===== src/sv/prs_pkg.sv =====
// ----------------------------------------------------------------------------
// prs_pkg
// Shared types and constants for the power rail sequencer.
// ----------------------------------------------------------------------------
package prs_pkg;

  localparam int RAIL_COUNT = 6;
  localparam int RAIL_W     = 3;
  localparam int WAIT_W     = 16;
  localparam int CFG_IDX_W  = 3;
  localparam int CFG_DATA_W = 16;
  localparam int IN_DATA_W  = 8;
  localparam int IN_USER_W  = 3;
  localparam int OUT_DATA_W = 24;
  localparam int EN_W       = 6;
  localparam int SHADOW_X_W = (RAIL_COUNT > EN_W) ? RAIL_COUNT : EN_W;

  typedef enum logic [2:0] {
    ACT_TICK   = 3'd0,
    ACT_ON     = 3'd1,
    ACT_OFF    = 3'd2,
    ACT_SLEEP  = 3'd3,
    ACT_WAKE   = 3'd4,
    ACT_SET    = 3'd5,
    ACT_RESULT = 3'd6
  } action_t;

  typedef enum logic [2:0] {
    MODE_OFF     = 3'd0,
    MODE_RISING  = 3'd1,
    MODE_ON      = 3'd2,
    MODE_FALLING = 3'd3,
    MODE_FAULT   = 3'd4
  } mode_t;

  typedef enum logic [2:0] {
    CMD_NONE  = 3'd0,
    CMD_ON    = 3'd1,
    CMD_OFF   = 3'd2,
    CMD_SLEEP = 3'd3,
    CMD_WAKE  = 3'd4,
    CMD_SET   = 3'd5
  } cmd_t;

  typedef enum logic [5:0] {
    PH_IDLE  = 6'b000001,
    PH_PRE   = 6'b000010,
    PH_ACK   = 6'b000100,
    PH_RETRY = 6'b001000,
    PH_HOLD  = 6'b010000,
    PH_GAP   = 6'b100000
  } phase_t;

  typedef enum logic [1:0] {
    ST_OK     = 2'd0,
    ST_HW_ERR = 2'd1,
    ST_NO_RAIL = 2'd2,
    ST_BUSY   = 2'd3
  } status_t;

  typedef enum logic [CFG_IDX_W-1:0] {
    REG_SEQ_GAP    = 3'd0,
    REG_RETRY_LIM  = 3'd1,
    REG_RETRY_GAP  = 3'd2,
    REG_PRE_ENABLE = 3'd3,
    REG_PHONE_HOLD = 3'd4,
    REG_WAKE_HOLD  = 3'd5
  } cfg_reg_t;

  localparam logic [15:0] SEQ_GAP_RST    = 16'd10;
  localparam logic [3:0]  RETRY_LIM_RST  = 4'd3;
  localparam logic [7:0]  RETRY_GAP_RST  = 8'd10;
  localparam logic [7:0]  PRE_ENABLE_RST = 8'd5;
  localparam logic [15:0] PHONE_HOLD_RST = 16'd10;
  localparam logic [15:0] WAKE_HOLD_RST  = 16'd1000;
  localparam logic [3:0]  ATTEMPT_MAX    = 4'd15;

endpackage


===== src/sv/power_rail_sequencer_unit.sv =====
// ----------------------------------------------------------------------------
// power_rail_sequencer_unit
// Sequences power rails up and down, issues rail write requests with retry,
// and frames rail 0 with the phone-on pin.
// ----------------------------------------------------------------------------
// One input item (tick, command or write result) is accepted per clock while
// the output side keeps up; its single result item appears on the output
// register the following cycle. The whole state update for an item, including
// any chain of zero-length waits, resolves in combinational logic between the
// state registers and the output register, so the output register is the only
// register on the path; a stalled output holds one result and accepts the
// next item in the same cycle the result is taken.
module power_rail_sequencer_unit
  import prs_pkg::*;
(
  input  logic                  clk,
  input  logic                  rst_n,
  input  logic                  in_tvalid,
  output logic                  in_tready,
  // rail_index[3:0], rail_level[4], write_ok[5], zero pad
  input  logic [IN_DATA_W-1:0]  in_tdata,
  // action[2:0]
  input  logic [IN_USER_W-1:0]  in_tuser,
  output logic                  out_tvalid,
  input  logic                  out_tready,
  // rail_enables[5:0], phone_on[6], mode[9:7], fault_valid[10],
  // fault_rail[13:11], write_req[14], write_rail[17:15], write_level[18],
  // busy_res[19], done_res[20], cmd_status[22:21], zero pad
  output logic [OUT_DATA_W-1:0] out_tdata,
  input  logic                  cfg_wr_en,
  input  logic [CFG_IDX_W-1:0]  cfg_index,
  input  logic [CFG_DATA_W-1:0] cfg_wdata
);

  // configuration
  logic [15:0] seq_gap_r;
  logic [3:0]  retry_lim_r;
  logic [7:0]  retry_gap_r;
  logic [7:0]  pre_enable_r;
  logic [15:0] phone_hold_r;
  logic [15:0] wake_hold_r;

  // sequencer state
  mode_t                 mode_r, mode_nxt;
  cmd_t                  cmd_r, cmd_nxt;
  phase_t                phase_r, phase_nxt;
  logic [RAIL_W-1:0]     rail_r, rail_nxt;
  logic [WAIT_W-1:0]     wait_r, wait_nxt;
  logic [3:0]            attempt_r, attempt_nxt;
  logic                  pend_r, pend_nxt;
  logic [RAIL_COUNT-1:0] shadow_r, shadow_nxt;
  logic                  phone_r, phone_nxt;
  logic                  fault_r, fault_nxt;
  logic [RAIL_W-1:0]     fault_idx_r, fault_idx_nxt;
  logic                  level_r, level_nxt;

  logic                  out_valid_r, out_valid_nxt;
  logic [OUT_DATA_W-1:0] out_data_r, out_data_nxt;

  logic                  in_fire;
  logic                  busy;
  action_t               in_action;
  logic [3:0]            in_rail;
  logic                  in_level;
  logic                  in_ok;
  logic [3:0]            limit;

  // result of this item
  logic                  o_req;
  logic                  o_done;
  status_t               o_status;
  logic [SHADOW_X_W-1:0] shadow_x;

  // follow-on events, resolved in dependency order
  logic                  ev_retry, ev_rail_done, ev_hold, ev_next_on, ev_gap;
  logic                  ev_issue, ev_finish;
  status_t               fin_status;

  assign in_fire   = in_tvalid && in_tready;
  assign in_tready = !out_valid_r || out_tready;
  assign busy      = (cmd_r != CMD_NONE);
  assign in_action = action_t'(in_tuser);
  assign in_rail   = in_tdata[3:0];
  assign in_level  = in_tdata[4];
  assign in_ok     = in_tdata[5];
  assign limit     = (retry_lim_r == 4'd0) ? 4'd1 : retry_lim_r;

  always_comb begin
    mode_nxt      = mode_r;
    cmd_nxt       = cmd_r;
    phase_nxt     = phase_r;
    rail_nxt      = rail_r;
    wait_nxt      = wait_r;
    attempt_nxt   = attempt_r;
    pend_nxt      = pend_r;
    shadow_nxt    = shadow_r;
    phone_nxt     = phone_r;
    fault_nxt     = fault_r;
    fault_idx_nxt = fault_idx_r;
    level_nxt     = level_r;
    o_req         = 1'b0;
    o_done        = 1'b0;
    o_status      = ST_OK;
    ev_retry      = 1'b0;
    ev_rail_done  = 1'b0;
    ev_hold       = 1'b0;
    ev_next_on    = 1'b0;
    ev_gap        = 1'b0;
    ev_issue      = 1'b0;
    ev_finish     = 1'b0;
    fin_status    = ST_OK;

    if (in_fire) begin
      unique case (in_action)
        ACT_TICK: begin
          if (busy && phase_r != PH_ACK && phase_r != PH_IDLE && wait_r != '0) begin
            wait_nxt = wait_r - WAIT_W'(1);
            if (wait_r == WAIT_W'(1)) begin
              unique case (phase_r)
                PH_PRE:   ev_issue = 1'b1;
                PH_RETRY: ev_retry = 1'b1;
                PH_HOLD:  ev_hold  = 1'b1;
                PH_GAP:   ev_gap   = 1'b1;
                default:  phase_nxt = PH_IDLE;
              endcase
            end
          end
        end
        ACT_RESULT: begin
          if (pend_r && phase_r == PH_ACK) begin
            pend_nxt = 1'b0;
            if (in_ok) begin
              shadow_nxt[rail_r] = level_r;
              ev_rail_done = 1'b1;
            end else begin
              if (attempt_r < ATTEMPT_MAX) begin
                attempt_nxt = attempt_r + 4'd1;
              end
              if (retry_gap_r == 8'd0) begin
                ev_retry = 1'b1;
              end else begin
                phase_nxt = PH_RETRY;
                wait_nxt  = WAIT_W'(retry_gap_r);
              end
            end
          end
        end
        ACT_ON, ACT_OFF, ACT_SLEEP, ACT_WAKE, ACT_SET: begin
          if (busy) begin
            o_done   = 1'b1;
            o_status = ST_BUSY;
          end else if (in_action == ACT_ON) begin
            if (mode_r == MODE_ON) begin
              o_done = 1'b1;
            end else if (mode_r == MODE_FAULT) begin
              o_done   = 1'b1;
              o_status = ST_HW_ERR;
            end else begin
              cmd_nxt       = CMD_ON;
              mode_nxt      = MODE_RISING;
              fault_nxt     = 1'b0;
              fault_idx_nxt = '0;
              rail_nxt      = '0;
              level_nxt     = 1'b1;
              attempt_nxt   = 4'd0;
              phone_nxt     = 1'b1;
              if (pre_enable_r == 8'd0) begin
                ev_issue = 1'b1;
              end else begin
                phase_nxt = PH_PRE;
                wait_nxt  = WAIT_W'(pre_enable_r);
              end
            end
          end else if (in_action == ACT_OFF || in_action == ACT_SLEEP) begin
            if (mode_r == MODE_OFF) begin
              o_done = 1'b1;
            end else begin
              cmd_nxt     = (in_action == ACT_OFF) ? CMD_OFF : CMD_SLEEP;
              mode_nxt    = MODE_FALLING;
              rail_nxt    = RAIL_W'(RAIL_COUNT - 1);
              level_nxt   = 1'b0;
              attempt_nxt = 4'd0;
              ev_issue    = 1'b1;
            end
          end else if (in_action == ACT_WAKE) begin
            cmd_nxt     = CMD_WAKE;
            rail_nxt    = '0;
            level_nxt   = 1'b1;
            attempt_nxt = 4'd0;
            phone_nxt   = 1'b1;
            if (pre_enable_r == 8'd0) begin
              ev_issue = 1'b1;
            end else begin
              phase_nxt = PH_PRE;
              wait_nxt  = WAIT_W'(pre_enable_r);
            end
          end else begin
            if (in_rail >= 4'(RAIL_COUNT)) begin
              o_done   = 1'b1;
              o_status = ST_NO_RAIL;
            end else begin
              cmd_nxt     = CMD_SET;
              rail_nxt    = RAIL_W'(in_rail);
              level_nxt   = in_level;
              attempt_nxt = 4'd0;
              ev_issue    = 1'b1;
            end
          end
        end
        default: ;
      endcase
    end

    // retry gap over: try again or give up on this rail
    if (ev_retry) begin
      if (attempt_nxt >= limit) begin
        if (cmd_nxt == CMD_ON) begin
          if (rail_nxt == '0) begin
            phone_nxt = 1'b0;
          end
          fault_nxt     = 1'b1;
          fault_idx_nxt = rail_nxt;
          mode_nxt      = MODE_FAULT;
          ev_finish     = 1'b1;
          fin_status    = ST_HW_ERR;
        end else if (cmd_nxt == CMD_SET) begin
          ev_finish  = 1'b1;
          fin_status = ST_HW_ERR;
        end else begin
          ev_rail_done = 1'b1;
        end
      end else begin
        ev_issue = 1'b1;
      end
    end

    if (ev_rail_done) begin
      unique case (cmd_nxt)
        CMD_ON: begin
          if (rail_nxt == '0) begin
            if (phone_hold_r == 16'd0) begin
              ev_hold = 1'b1;
            end else begin
              phase_nxt = PH_HOLD;
              wait_nxt  = phone_hold_r;
            end
          end else begin
            ev_next_on = 1'b1;
          end
        end
        CMD_OFF, CMD_SLEEP: begin
          if (rail_nxt != '0) begin
            if (seq_gap_r == 16'd0) begin
              ev_gap = 1'b1;
            end else begin
              phase_nxt = PH_GAP;
              wait_nxt  = seq_gap_r;
            end
          end else begin
            ev_finish = 1'b1;
          end
        end
        CMD_WAKE: begin
          if (wake_hold_r == 16'd0) begin
            ev_hold = 1'b1;
          end else begin
            phase_nxt = PH_HOLD;
            wait_nxt  = wake_hold_r;
          end
        end
        default: ev_finish = 1'b1;
      endcase
    end

    // phone-on hold over
    if (ev_hold) begin
      phone_nxt = 1'b0;
      if (cmd_nxt == CMD_ON) begin
        ev_next_on = 1'b1;
      end else begin
        ev_finish = 1'b1;
      end
    end

    if (ev_next_on) begin
      if ({1'b0, rail_nxt} + (RAIL_W + 1)'(1) < (RAIL_W + 1)'(RAIL_COUNT)) begin
        if (seq_gap_r == 16'd0) begin
          ev_gap = 1'b1;
        end else begin
          phase_nxt = PH_GAP;
          wait_nxt  = seq_gap_r;
        end
      end else begin
        mode_nxt  = MODE_ON;
        ev_finish = 1'b1;
      end
    end

    // gap between rails over: move to the next rail, or end a sleep that has reached rail 1
    if (ev_gap) begin
      if (cmd_nxt == CMD_ON) begin
        rail_nxt    = rail_nxt + RAIL_W'(1);
        level_nxt   = 1'b1;
        attempt_nxt = 4'd0;
        ev_issue    = 1'b1;
      end else if (cmd_nxt == CMD_SLEEP && rail_nxt == RAIL_W'(1)) begin
        ev_finish = 1'b1;
      end else begin
        rail_nxt    = rail_nxt - RAIL_W'(1);
        level_nxt   = 1'b0;
        attempt_nxt = 4'd0;
        ev_issue    = 1'b1;
      end
    end

    if (ev_issue) begin
      pend_nxt  = 1'b1;
      phase_nxt = PH_ACK;
      o_req     = 1'b1;
    end

    if (ev_finish) begin
      if (cmd_nxt == CMD_OFF || cmd_nxt == CMD_SLEEP) begin
        mode_nxt      = MODE_OFF;
        fault_nxt     = 1'b0;
        fault_idx_nxt = '0;
      end
      cmd_nxt   = CMD_NONE;
      phase_nxt = PH_IDLE;
      wait_nxt  = '0;
      o_done    = 1'b1;
      o_status  = fin_status;
    end
  end

  assign shadow_x = SHADOW_X_W'(shadow_nxt);

  always_comb begin
    out_data_nxt        = '0;
    out_data_nxt[5:0]   = shadow_x[EN_W-1:0];
    out_data_nxt[6]     = phone_nxt;
    out_data_nxt[9:7]   = mode_nxt;
    out_data_nxt[10]    = fault_nxt;
    out_data_nxt[13:11] = fault_nxt ? fault_idx_nxt : '0;
    out_data_nxt[14]    = o_req;
    out_data_nxt[17:15] = o_req ? rail_nxt : '0;
    out_data_nxt[18]    = o_req & level_nxt;
    out_data_nxt[19]    = (cmd_nxt != CMD_NONE);
    out_data_nxt[20]    = o_done;
    out_data_nxt[22:21] = o_status;
  end

  always_comb begin
    if (in_fire) begin
      out_valid_nxt = 1'b1;
    end else if (out_tready) begin
      out_valid_nxt = 1'b0;
    end else begin
      out_valid_nxt = out_valid_r;
    end
  end

  always_ff @(posedge clk) begin
    if (!rst_n) begin
      seq_gap_r    <= SEQ_GAP_RST;
      retry_lim_r  <= RETRY_LIM_RST;
      retry_gap_r  <= RETRY_GAP_RST;
      pre_enable_r <= PRE_ENABLE_RST;
      phone_hold_r <= PHONE_HOLD_RST;
      wake_hold_r  <= WAKE_HOLD_RST;
    end else if (cfg_wr_en) begin
      unique case (cfg_index)
        REG_SEQ_GAP:    seq_gap_r    <= cfg_wdata;
        REG_RETRY_LIM:  retry_lim_r  <= cfg_wdata[3:0];
        REG_RETRY_GAP:  retry_gap_r  <= cfg_wdata[7:0];
        REG_PRE_ENABLE: pre_enable_r <= cfg_wdata[7:0];
        REG_PHONE_HOLD: phone_hold_r <= cfg_wdata;
        REG_WAKE_HOLD:  wake_hold_r  <= cfg_wdata;
        default: ;
      endcase
    end
  end

  always_ff @(posedge clk) begin
    if (!rst_n) begin
      mode_r      <= MODE_OFF;
      cmd_r       <= CMD_NONE;
      phase_r     <= PH_IDLE;
      rail_r      <= '0;
      wait_r      <= '0;
      attempt_r   <= 4'd0;
      pend_r      <= 1'b0;
      shadow_r    <= '0;
      phone_r     <= 1'b0;
      fault_r     <= 1'b0;
      fault_idx_r <= '0;
      level_r     <= 1'b0;
      out_valid_r <= 1'b0;
    end else begin
      mode_r      <= mode_nxt;
      cmd_r       <= cmd_nxt;
      phase_r     <= phase_nxt;
      rail_r      <= rail_nxt;
      wait_r      <= wait_nxt;
      attempt_r   <= attempt_nxt;
      pend_r      <= pend_nxt;
      shadow_r    <= shadow_nxt;
      phone_r     <= phone_nxt;
      fault_r     <= fault_nxt;
      fault_idx_r <= fault_idx_nxt;
      level_r     <= level_nxt;
      out_valid_r <= out_valid_nxt;
    end
  end

  always_ff @(posedge clk) begin
    if (in_fire) begin
      out_data_r <= out_data_nxt;
    end
  end

  assign out_tvalid = out_valid_r;
  assign out_tdata  = out_data_r;

  // a sequence is running exactly when the phase is not idle
  a_busy_phase: assert property (@(posedge clk) disable iff (!rst_n)
    (cmd_r != CMD_NONE) == (phase_r != PH_IDLE))
    else $error("command and phase disagree");

  // a write is outstanding exactly while waiting for its result
  a_pend_ack: assert property (@(posedge clk) disable iff (!rst_n)
    pend_r == (phase_r == PH_ACK))
    else $error("write pending flag out of step with phase");

  // fault mode carries the fault record, which survives only until shutdown ends
  a_fault_mode: assert property (@(posedge clk) disable iff (!rst_n)
    fault_r ? (mode_r == MODE_FAULT || mode_r == MODE_FALLING) : (mode_r != MODE_FAULT))
    else $error("fault flag and mode disagree");

  // a timed phase never sits with an empty counter
  a_wait_nonzero: assert property (@(posedge clk) disable iff (!rst_n)
    (phase_r == PH_PRE || phase_r == PH_RETRY || phase_r == PH_HOLD ||
     phase_r == PH_GAP) |-> (wait_r != '0))
    else $error("timed phase with zero wait count");

  // a result that finishes a command leaves the block idle
  a_done_idle: assert property (@(posedge clk) disable iff (!rst_n)
    (in_fire && o_done) |=> (cmd_r == CMD_NONE || $past(busy)))
    else $error("command finished but block still busy");

endmodule

===== config.mk =====
export PLATFORM = sky130hd
export DESIGN_NAME = power_rail_sequencer_unit
export DESIGN_NICKNAME = d
export VERILOG_FILES = /design/src/sv/prs_pkg.sv /design/src/sv/power_rail_sequencer_unit.sv
export SDC_FILE = /design/constraint.sdc
export NUM_CORES = 1
export LEC_CHECK = 0
export BUFFER_PORTS_ARGS = -buffer_cell sky130_fd_sc_hd__buf_2
export CORE_ASPECT_RATIO = 0.7
export CORE_UTILIZATION = 40
export DETAILED_ROUTE_END_ITERATION = 16
export PLACE_DENSITY = 0.61
export SLEW_MARGIN = 20
export SYNTH_ARGS = -nofsm -noshare
export SYNTH_HDL_FRONTEND = slang
export SYNTH_SLANG_ARGS = --single-unit

===== constraint.sdc =====
create_clock -name clk -period 5.2 [get_ports clk]
set_input_delay 0 -clock clk [delete_from_list [all_inputs] [get_ports clk]]
set_output_delay 0 -clock clk [all_outputs]
set_load 0.02 [all_outputs]

==> results_dict.tcl <==
set metrics [dict create \
    htree_levels 4 \
    cts_tree "yes" \
    chipHeight_um 119.6 \
    instances_no_fill 1371 \
    ys_ff_latch 140 \
    final.setup.tns_ps 0 \
    power_leakage_uw 0.003465 \
    yosys.area.top_type "dfxtp_1" \
    netSwitchingPower_uw 808.6 \
    combinationalPowerShare 0.116 \
    grt_remaining_overflow 0 \
    path_clk_slew_ps 70 \
    placedCellCount 1323 \
    synth_top_cell_area_share 0.2966 \
    hpwl_um 20410 \
    cts_made_buffers 17 \
    tightest_slew_ps 1181 \
    ys_seq_area_frac 0.3841 \
    hold_slack_ps 48.65 \
    synthFlopType "dfxtp_1" \
    grt.total_usage 0.2798 \
    period_share 0.9439 \
    root_buffer "clkbuf_16" \
    synth-edff-count 23 \
    synthArstFlopShare 0 \
    finalMaxSlewViolations 0 \
    clockPowerShare 0.467 \
    drv_cap 0 \
    worstPathArrival_ps 5270 \
    syn_area_per_cell_um2 7.787 \
    drtPass1Iterations 6 \
    synth.area.top_cells "dfxtp_1 30%, nand2_1 9.8%, edfxtp_1 8.7%" \
    drive_gt1_frac 0.1599 \
    vias 8155 \
    drt_iter0_markers 1119 \
    syn_to_final_growth_pct 18.95 \
    crit_required_ps 5560 \
    switching_share 0.2907 \
    fin_nets 1140 \
    cts.sinks 140 \
    io_pins 61 \
    detail-route-antenna-nets 0 \
    powerDensity_nw_per_um2 296.2 \
    sequentialPowerShare 0.416 \
    grt_max_degree 49 \
    drc 0 \
    critical_path_class "flip-flop to flip-flop" \
    met1_usage 0.4146 \
    drt_wl_total_um 27700 \
    clock_latency_ps 440 \
    grt_pass1_vias 7404 \
    ys_warn_count 0 \
    gp_congestion 1.025 \
    synthCells 1014 \
    fp.coreArea_um2 19130 \
    hold_path_class "primary input to flip-flop" \
    timing.final.crit_period_ps 4908 \
    fmax_ghz 0.2037 \
    cts_buffer_depth 2 \
    max_slew_margin 0.2052 \
    regToRegSetupSlack_ps 290 \
    startpoint_type "flip-flop" \
    post-cts-setup-buffer-count 0 \
    antenna_found_initial 0 \
    rows 42 \
    hold_viol 0 \
    status "completed" \
    p_int_uw 1973 \
    diodes 0 \
    rsz0062_at_grt "false" \
    netlist_area_um2 7896 \
    busiest_layer "met1" \
    synth_cell_types 89 \
    die_area_um2 20320 \
    worst_clock_skew_ps 17.93 \
    die_width_um 169.9 \
    met3_usage 0.09367 \
    grt_pass1_wl_um 42880 \
    initial_core_util 0.4128 \
    vias_per_cell 5.948 \
    finalSetupViolCount 0 \
    met2_usage 0.3804 \
    path_max_fanout 10 \
    vdd_drop_max_uv 212.5 \
    io_buffers 57 \
    synth_nets 1060 \
    wl_per_cell_um 20.20 \
    end_kind "flip-flop" \
]
[synthesized netlist by cell type, types with 7 or more instances]
cell	instances
nand3_1	38
nand2_1	206
nor4_1	29
nand4_1	10
nor2b_1	8
and2_1	18
o211ai_1	9
a21oi_1	102
dfxtp_1	117
o21ai_0	52
or2_2	9
a31oi_1	7
ha_1	11
buf_2	10
nor3_1	52
nand2b_1	11
a22oi_1	13
and3_1	11
edfxtp_1	23
a211oi_1	13
nor2_1	65
inv_1	22
clkbuf_1	33
a221oi_1	9
[power groups by stage]
stage	Sequential [uW]	Combinational (uW)	Clock (uW)
floorplan	1190	181	0
global placement	1180	302	0
detailed placement	1180	302	0
CTS	1160	313	1310
global route	1160	349	1350
finish	1160	324	1300
[critical path, stage by stage, from the launching register on]
cell	delay, ps
dfxtp_1	380
nor3_2	510
o41ai_4	230
nor3_1	220
buf_4	180
o21ai_0	120
a21oi_1	230
ha_1	260
nand2b_1	130
a2111oi_0	450
buf_4	210
nor4_1	80
a221oi_2	510
a31oi_1	140
o21ai_0	170
o2111a_2	340
nand2_2	220
buf_4	290
a21oi_1	140
[per-layer routing]
| layer | part of all wire | routed length, um | vias up |
|---|---|---|---|
| li1 | - | - | 3883 |
| met1 | 0.47 | 12950 | 3793 |
| met2 | 0.40 | 11060 | 442 |
| met3 | 0.12 | 3302 | 37 |
| met4 | 0.014 | 387 | 0 |
| met5 | 0 | 0 | - |
[final cells by class]
class	instances	area, um^2
fillers	1928	9736
inverters	23	86.33
multi-input cells	802	4608
clock inverters	15	186.4
clock buffers	17	425.4
well taps	264	330.3
repair buffers	110	723.2
flip-flops and latches	140	3033
[final timing paths]
path                         from               to  depth (start not counted)
setup reg to reg         cmd_r[0]       wait_r[13]                         18
setup / recovery         cmd_r[0]       wait_r[13]                         18
hold reg to reg   pre_enable_r[1]  pre_enable_r[1]                          2
hold / removal       cfg_index[1]    seq_gap_r[10]                          4
[cell usage in the layout, fill, tap and decap left out, types with 17 or more instances in the layout]
cell type	n
dfxtp_1	117
edfxtp_1	23
and2_1	18
o21ai_0	52
buf_2	57
clkbuf_16	17
nand3_1	38
a21oi_1	102
inv_1	21
buf_4	37
nor3_1	50
nor4_1	28
nor2_1	64
nand2_1	205
[registers in the layout, summed over array words and instances (netlist names), 6 cells and up]
| name | flops |
|---|---|
| out_tdata | 23 |
| phone_hold_r | 16 |
| seq_gap_r | 16 |
| wait_r | 16 |
| wake_hold_r | 16 |
| pre_enable_r | 8 |
| retry_gap_r | 8 |
| phase_r | 6 |
| shadow_r | 6 |
[per-stage QoR]
stage	area, um^2	utilization	setup WS, ps	power, uW
floorplan	7896	-	173.6	1369
global placement	8581	0.4486	323.7	1483
detailed placement	8581	0.4486	225.3	1483
CTS	9353	0.4889	221.0	2778
global route	9393	0.4910	72.40	2864
finish	9393	0.4910	291.8	2782
[cell families (layout without fill, tap and decap cells)]
| logic type | Yosys count | in the layout | synth area share |
|---|---|---|---|
| other | 1 | 1 | 0.0004749 |
| buffers and inverters | 72 | 165 | 0.03866 |
| adders and majority gates | 11 | 11 | 0.01743 |
| DFF | 140 | 140 | 0.3841 |
| AOI/OAI and AO/OA | 267 | 267 | 0.2209 |
| muxes | 13 | 13 | 0.01759 |
| and+or+nand+nor | 502 | 502 | 0.3120 |
| xor gates and xnor gates | 8 | 8 | 0.008874 |
[what timing repair did]
item                                    4_1_cts  5_1_grt
endpoints found under the setup margin        0       18
hold endpoints to repair                     68        0
gates resized for setup                       0        4
hold buffers                                 16        0
No activity file was read; power rests on OpenSTA's default activity.
